<file path="config.mk">
export PLATFORM = sky130hd
export DESIGN_NAME = single_wire_led_frame_serializer
export DESIGN_NICKNAME = d
export VERILOG_FILES = /design/src/rtl/core/swled_pkg.sv /design/src/rtl/core/single_wire_led_frame_serializer.sv
export VERILOG_INCLUDE_DIRS = /design/src /design/src/rtl/core
export SDC_FILE = /design/constraint.sdc
export NUM_CORES = 1
export LEC_CHECK = 0
export ABC_AREA = 1
export BUFFER_PORTS_ARGS = -buffer_cell sky130_fd_sc_hd__buf_2
export CORE_ASPECT_RATIO = 0.5
export CORE_MARGIN = 2
export CORE_UTILIZATION = 55
export CTS_CLUSTER_SIZE = 10
export DETAILED_ROUTE_END_ITERATION = 10
export GPL_ROUTABILITY_DRIVEN = 0
export PLACE_DENSITY = 0.74
export SYNTH_ARGS = -nofsm -noshare
export SYNTH_HDL_FRONTEND = slang
export SYNTH_SLANG_ARGS = --single-unit
</file>
<file path="constraint.sdc">
create_clock -name clk_i -period 3.7 [get_ports clk_i]
set_input_delay 0 -clock clk_i [delete_from_list [all_inputs] [get_ports clk_i]]
set_output_delay 0 -clock clk_i [all_outputs]
set_load 0.02 [all_outputs]
</file>
<file path="src/rtl/core/single_wire_led_frame_serializer_assert.svh">
// Assertion macros for the single-wire LED frame serializer.
// Used by rtl/core/single_wire_led_frame_serializer.sv; needs clk_i and rst_ni in scope.
`ifndef SINGLE_WIRE_LED_FRAME_SERIALIZER_ASSERT_SVH
`define SINGLE_WIRE_LED_FRAME_SERIALIZER_ASSERT_SVH

`ifndef SYNTHESIS

// Checked at every rising edge of clk_i, skipped while reset is asserted.
`define SWLED_ASSERT(lbl, prop) \
  lbl: assert property (@(posedge clk_i) disable iff (!rst_ni) prop) \
    else $error("swled assertion failed");

// Checked at every rising edge of clk_i, also during reset.
`define SWLED_ASSERT_ALWAYS(lbl, prop) \
  lbl: assert property (@(posedge clk_i) prop) \
    else $error("swled assertion failed");

`else

`define SWLED_ASSERT(lbl, prop)
`define SWLED_ASSERT_ALWAYS(lbl, prop)

`endif

`endif

</file>
<file path="src/rtl/core/swled_pkg.sv">
// Shared types and constants for the single-wire LED frame serializer.
// No dependencies; imported by rtl/core/single_wire_led_frame_serializer.sv.
package swled_pkg;

  localparam int unsigned TickW   = 8;
  localparam int unsigned FrameW  = 32;
  localparam int unsigned BitPosW = 5;
  localparam int unsigned CfgIdxW = 3;

  localparam logic [BitPosW-1:0] LastBit = 5'd31;

  // Configuration register indexes.
  localparam logic [CfgIdxW-1:0] CFG_FRAME_COMMAND    = 3'd0;
  localparam logic [CfgIdxW-1:0] CFG_START_HIGH_TICKS = 3'd1;
  localparam logic [CfgIdxW-1:0] CFG_START_LOW_TICKS  = 3'd2;
  localparam logic [CfgIdxW-1:0] CFG_DATA_TICKS       = 3'd3;
  localparam logic [CfgIdxW-1:0] CFG_TAIL_LOW_TICKS   = 3'd4;
  localparam logic [CfgIdxW-1:0] CFG_END_GAP_TICKS    = 3'd5;

  // Register values after reset.
  localparam logic [7:0]       RstFrameCommand = 8'h3A;
  localparam logic [TickW-1:0] RstStartHigh    = 8'd2;
  localparam logic [TickW-1:0] RstStartLow     = 8'd3;
  localparam logic [TickW-1:0] RstData         = 8'd10;
  localparam logic [TickW-1:0] RstTailLow      = 8'd5;
  localparam logic [TickW-1:0] RstEndGap       = 8'd80;

  typedef enum logic [2:0] {
    PH_IDLE = 3'd0,
    PH_HIGH = 3'd1,
    PH_LOW  = 3'd2,
    PH_DATA = 3'd3,
    PH_TAIL = 3'd4,
    PH_GAP  = 3'd5
  } phase_e;

  // A programmed tick count of zero behaves as one tick.
  function automatic logic [TickW-1:0] at_least_one(input logic [TickW-1:0] ticks);
    at_least_one = (ticks == '0) ? {{(TickW-1){1'b0}}, 1'b1} : ticks;
  endfunction

endpackage

</file>
<file path="src/rtl/core/single_wire_led_frame_serializer.sv">
// Single-wire LED frame serializer: tick-driven phase sequencer with a result register.
// Depends on swled_pkg and single_wire_led_frame_serializer_assert.svh.
//
//   channel | direction | handshake                  | payload
//   --------+-----------+----------------------------+----------------------------------
//   in      | input     | in_valid_i / in_stall_o    | command_i, red_i, green_i, blue_i
//   out     | output    | out_valid_o / out_stall_i  | line_level_o, busy_res_o,
//           |           |                            | frame_done_o, request_dropped_o
//   cfg     | input     | cfg_valid_i / cfg_ready_o  | cfg_index_i, cfg_data_i
//
// Each input word is one line tick; its result word is registered in the output register
// on acceptance, so one word per cycle is sustained while the output is not stalled.
// Reset loads the default register values and puts the sequencer in idle.
// A new word is taken while a result waits only if that result is taken in the same cycle.
// Configuration writes are always accepted; indexes above five are ignored.

`include "single_wire_led_frame_serializer_assert.svh"

module single_wire_led_frame_serializer
  import swled_pkg::*;
(
  input  logic               clk_i,
  input  logic               rst_ni,
  input  logic               in_valid_i,
  output logic               in_stall_o,
  input  logic               command_i,
  input  logic [7:0]         red_i,
  input  logic [7:0]         green_i,
  input  logic [7:0]         blue_i,
  output logic               out_valid_o,
  input  logic               out_stall_i,
  output logic               line_level_o,
  output logic               busy_res_o,
  output logic               frame_done_o,
  output logic               request_dropped_o,
  input  logic               cfg_valid_i,
  output logic               cfg_ready_o,
  input  logic [CfgIdxW-1:0] cfg_index_i,
  input  logic [7:0]         cfg_data_i
);

  logic [7:0]       frame_command_q;
  logic [TickW-1:0] start_high_q, start_low_q, data_ticks_q, tail_low_q, end_gap_q;

  phase_e             phase_q, phase_d;
  logic [TickW-1:0]   ticks_q, ticks_d;
  logic [BitPosW-1:0] bit_pos_q, bit_pos_d;
  logic [FrameW-1:0]  frame_q, frame_d;

  logic out_valid_q;
  logic level_q, busy_q, done_q, dropped_q;
  logic level_d, busy_d, done_d, dropped_d;

  logic               in_fire;
  logic               is_idle;
  logic               start;
  phase_e             cur_phase;
  logic [TickW-1:0]   cur_ticks;
  logic [BitPosW-1:0] cur_bit_pos;
  logic [FrameW-1:0]  cur_frame;

  // Configuration registers.
  assign cfg_ready_o = 1'b1;

  always_ff @(posedge clk_i or negedge rst_ni) begin
    if (!rst_ni) begin
      frame_command_q <= RstFrameCommand;
      start_high_q    <= RstStartHigh;
      start_low_q     <= RstStartLow;
      data_ticks_q    <= RstData;
      tail_low_q      <= RstTailLow;
      end_gap_q       <= RstEndGap;
    end else if (cfg_valid_i && cfg_ready_o) begin
      case (cfg_index_i)
        CFG_FRAME_COMMAND:    frame_command_q <= cfg_data_i;
        CFG_START_HIGH_TICKS: start_high_q    <= cfg_data_i;
        CFG_START_LOW_TICKS:  start_low_q     <= cfg_data_i;
        CFG_DATA_TICKS:       data_ticks_q    <= cfg_data_i;
        CFG_TAIL_LOW_TICKS:   tail_low_q      <= cfg_data_i;
        CFG_END_GAP_TICKS:    end_gap_q       <= cfg_data_i;
        default: ;
      endcase
    end
  end

  // The output register frees up in the same cycle its word is taken.
  assign in_stall_o = out_valid_q && out_stall_i;
  assign in_fire    = in_valid_i && !in_stall_o;

  // A request taken in idle makes this tick the first tick of the first high phase.
  assign is_idle     = (phase_q == PH_IDLE);
  assign start       = is_idle && command_i;
  assign cur_phase   = start ? PH_HIGH : phase_q;
  assign cur_ticks   = start ? at_least_one(start_high_q) : ticks_q;
  assign cur_bit_pos = start ? '0 : bit_pos_q;
  assign cur_frame   = start ? {frame_command_q, red_i, blue_i, green_i} : frame_q;

  // Next state. The frame shifts left after each bit, so its top bit is the data bit.
  always_comb begin
    phase_d   = cur_phase;
    ticks_d   = cur_ticks;
    bit_pos_d = cur_bit_pos;
    frame_d   = cur_frame;
    if (cur_ticks > {{(TickW-1){1'b0}}, 1'b1}) begin
      ticks_d = cur_ticks - {{(TickW-1){1'b0}}, 1'b1};
    end else begin
      case (cur_phase)
        PH_HIGH: begin
          phase_d = PH_LOW;
          ticks_d = at_least_one(start_low_q);
        end
        PH_LOW: begin
          phase_d = PH_DATA;
          ticks_d = at_least_one(data_ticks_q);
        end
        PH_DATA: begin
          phase_d = PH_TAIL;
          ticks_d = at_least_one(tail_low_q);
        end
        PH_TAIL: begin
          if (cur_bit_pos == LastBit) begin
            phase_d = PH_GAP;
            ticks_d = at_least_one(end_gap_q);
          end else begin
            phase_d   = PH_HIGH;
            ticks_d   = at_least_one(start_high_q);
            bit_pos_d = cur_bit_pos + {{(BitPosW-1){1'b0}}, 1'b1};
            frame_d   = {cur_frame[FrameW-2:0], 1'b0};
          end
        end
        default: begin
          phase_d = PH_IDLE;
          ticks_d = '0;
        end
      endcase
    end
  end

  // Result word of this tick.
  always_comb begin
    level_d   = 1'b0;
    busy_d    = !(is_idle && !command_i);
    done_d    = 1'b0;
    dropped_d = !is_idle && command_i;
    case (cur_phase)
      PH_HIGH: level_d = 1'b1;
      PH_DATA: level_d = cur_frame[FrameW-1];
      PH_GAP:  done_d  = (cur_ticks <= {{(TickW-1){1'b0}}, 1'b1});
      default: level_d = 1'b0;
    endcase
  end

  always_ff @(posedge clk_i or negedge rst_ni) begin
    if (!rst_ni) begin
      phase_q     <= PH_IDLE;
      ticks_q     <= '0;
      bit_pos_q   <= '0;
      frame_q     <= '0;
      out_valid_q <= 1'b0;
    end else begin
      if (in_fire) begin
        phase_q   <= phase_d;
        ticks_q   <= ticks_d;
        bit_pos_q <= bit_pos_d;
        frame_q   <= frame_d;
      end
      if (in_fire) begin
        out_valid_q <= 1'b1;
      end else if (!out_stall_i) begin
        out_valid_q <= 1'b0;
      end
    end
  end

  always_ff @(posedge clk_i) begin
    if (in_fire) begin
      level_q   <= level_d;
      busy_q    <= busy_d;
      done_q    <= done_d;
      dropped_q <= dropped_d;
    end
  end

  assign out_valid_o       = out_valid_q;
  assign line_level_o      = level_q;
  assign busy_res_o        = busy_q;
  assign frame_done_o      = done_q;
  assign request_dropped_o = dropped_q;

  `SWLED_ASSERT_ALWAYS(a_idle_no_ticks, (rst_ni && phase_q == PH_IDLE) |-> (ticks_q == '0))
  `SWLED_ASSERT(a_busy_has_ticks, (phase_q != PH_IDLE) |-> (ticks_q != '0))
  `SWLED_ASSERT(a_done_returns_idle, (in_fire && done_d) |=> (phase_q == PH_IDLE))
  `SWLED_ASSERT(a_request_starts, (in_fire && is_idle && command_i) |=> (phase_q != PH_IDLE))
  `SWLED_ASSERT(a_empty_never_stalls, !out_valid_q |-> !in_stall_o)

endmodule
</file>
==> reports/metrics.yaml <==
outcome: "finished clean"
ys_types: 38
skew_ps: 5.78
setup_violations: 0
grt_pass1_vias: 4336
nNetsFinal: 799
synth_fp_nets: 766
dp_hpwl_um: 8760
ir_drop_v: 0.000276
firstDrtPassIters: 5
fmax_mhz: 327
numPortBuffers: 46
core_um2: 9600
ys_ff_latch: 101
critical_path.max_stage_delay_ps: 400
die_x_um: 146
die_h_um: 74.9
route.vias.total: 4766
hold_class: "in2reg"
io_pins: 48
std_cell_rows: 25
ant_nets: 0
rsz0062_at_grt: "no"
n_antenna_cell: 0
dieArea_um2: 10900
p_leak_nw: 3.44
grt_pass1_wl_um: 21900
cp.required_ps: 3940
grt_overflow_total: 0
met3_usage_pct: 5.70
drt-vias-per-instance: 5.33
synth_ff_type: "dfrtp_1"
postRouteWirelength_um: 12900
cts_htree_levels: 3
finalHoldViolCount: 0
period_minus_slack_ps: 3060
yosysWarnings: 0
slowest_stage: "inv_2"
synth.yosys.seq_area_share_pct: 46.4
layout-drive-gt1-share_pct: 12.2
synth.cell_area_um2: 5530
whs_ps: 12.0
post_synth.cell_area_avg_um2: 7.65
reg2reg_slack_ps: 640
cp_max_fo: 32
antenna_found_initial: 0
crit_arrival_ps: 3290
post-route-util_pct: 63.7
clkTransAtPathRegs_ps: 70
drtIter0Drc: 358
worstSetupPathType: "reg2reg"
drc: 0
critPathCaptureType: "flop"
fin_setup_tns_ps: 0
cts_tree: "built"
tightestPinTransition_ps: 926
cpMostUsedCell: "nand2_1"
fin_crit_sh_pct: 82.6
start_util_pct: 57.6
cts_buffers: 9
clock_path_buffers: 2
cts_root_buffer: "clkbuf_16"
synth-edff-count: 4
p_total_mw: 3.53
drv_cap: 0
crit_path_cell_trace: "inv_1, nand3_4, inv_1, nand3_1, nand2_1, inv_1, ha_1, or2_2, nand2_1, nor2_4, nand2_4, nor2_8, inv_2, nand2_1, nand3_1, nand2_1"
fillerInstances: 873
clk_latency_ps: 350
wl_per_cell_um: 14.4
gr-usage-met1_pct: 37.3
grt_util_met2_pct: 39.0
async_reset_ff_share_pct: 96.0
finalMaxSlewViolations: 0
grt_start_max_net_pins: 64
power_density_nw_per_um2: 577
synthCells: 722
grt-busiest-layer: "met2"
grtUsageTotal_pct: 25.5
maxSlewHeadroom_pct: 38.0
syn2layout_area_growth_pct: 10.7
startpoint_type: "flop"
cts_sinks: 101
## power breakdown
group / switching [mW] / internal, mW / leakage (nW)
logic: 0.641 / 0.367 / 2.04
registers: 0.166 / 1.40 / 1.26
clock network: 0.423 / 0.528 / 0.140
## stage by stage
step,area [µm²],setup WS [ps],cells
detailed placement,5790,707,876
global route,6120,328,895
floorplan,5530,1190,722
finish,6120,642,895
CTS,6120,692,895
global placement,5790,796,876
## worst max-delay path: cells and delay by family, from the launching register on
kind,cells,cell delay [ps]
simple gates,11,1430
buf+inv,4,890
fa+ha+maj,1,190
flops,1,390
## area by class of cell
class,count,area (µm²),share of cell area [%]
timing repair buffer,54,300,4.91
inverter,73,274,4.48
clock buffer,11,233,3.81
sequential,101,2560,41.9
clock inverter,5,60.1,0.982
tap,135,169,2.76
multi-input combinational,516,2520,41.1
## Yosys cell counts (2+ instances only)
cell type,count,area (µm²)
nor2_1,37,139
nand4_1,12,75.1
buf_2,6,30.0
o21ai_0,61,305
xor2_1,2,17.5
a21oi_1,9,45.0
o21ai_1,2,10.0
o22ai_1,6,37.5
inv_2,2,7.51
nor3_1,4,20.0
buf_4,2,15.0
buf_6,6,67.6
o211ai_1,4,30.0
nand2_1,267,1000
nand3_1,56,280
nand3b_1,2,15.0
inv_1,71,267
edfxtp_1,4,120
nor2_4,3,33.8
o21bai_1,2,15.0
dfstp_2,13,342
dfrtp_1,84,2100
nor2_2,2,12.5
clkbuf_1,18,67.6
mux2i_1,32,320
ha_1,3,37.5
## kinds of logic (layout without fill, tap and decap cells)
logic type | Yosys count | count (layout) | synth area share, %
AOI/OAI and AO/OA | 89 | 89 | 8.72
xor gates and xnor gates | 3 | 3 | 0.476
adders and majority gates | 3 | 3 | 0.679
buffers and inverters | 105 | 143 | 8.22
DFF | 101 | 101 | 46.4
muxes | 32 | 32 | 5.80
other | 1 | 1 | 0.0679
and+or+nand+nor | 388 | 388 | 29.7
## path summary, 6_finish.rpt
kind / from / endpoint / depth (start not counted)
setup / recovery: phase_q[2] / frame_q[14] / 16
hold / removal: green_i[7] / frame_q[7] / 5
setup reg to reg: phase_q[2] / frame_q[14] / 16
hold reg to reg: frame_q[11] / frame_q[11] / 2
max in group asynchronous: rst_ni / start_low_q[1] / 3
min in group asynchronous: rst_ni / start_low_q[7] / 2
## sequential cells by signal (all words and copies together), names as in the netlist
register / cells
start_low_q: 8
end_gap_q: 8
busy_res_o: 1
phase_q: 3
frame_done_o: 1
request_dropped_o: 1
line_level_o: 1
tail_low_q: 8
bit_pos_q: 5
frame_command_q: 8
ticks_q: 8
out_valid_o: 1
frame_q: 32
data_ticks_q: 8
start_high_q: 8
## routing by layer
layer	wire, µm	part of all wire, %
met5	0	0
met4	114	0.88
met3	886	6.9
met2	5570	43
met1	6360	49
## layout by cell type, fill, tap and decap left out, types with 2 or more instances in the layout
master,instances
nand2_1,267
dfrtp_1,84
inv_1,71
o21ai_0,61
nand3_1,56
buf_2,45
nor2_1,36
mux2i_1,32
dfstp_2,13
nand4_1,12
a21oi_1,9
clkbuf_16,9
o22ai_1,6
buf_4,6
nor2_4,4
o211ai_1,4
nor3_1,4
edfxtp_1,4
ha_1,3
dlygate4sd3_1,3
nor2_2,2
inv_2,2
o21ai_1,2
nand3b_1,2
o21bai_1,2
xor2_1,2
clkbuf_1,2
## timing repair
item / in CTS / in global routing
resized for setup: 0 / 0
hold buffers: 3 / 0
hold endpoints to repair: 62 / 0
setup buffers: 0 / 0
Note: power is estimated with default switching activity, not from simulation.
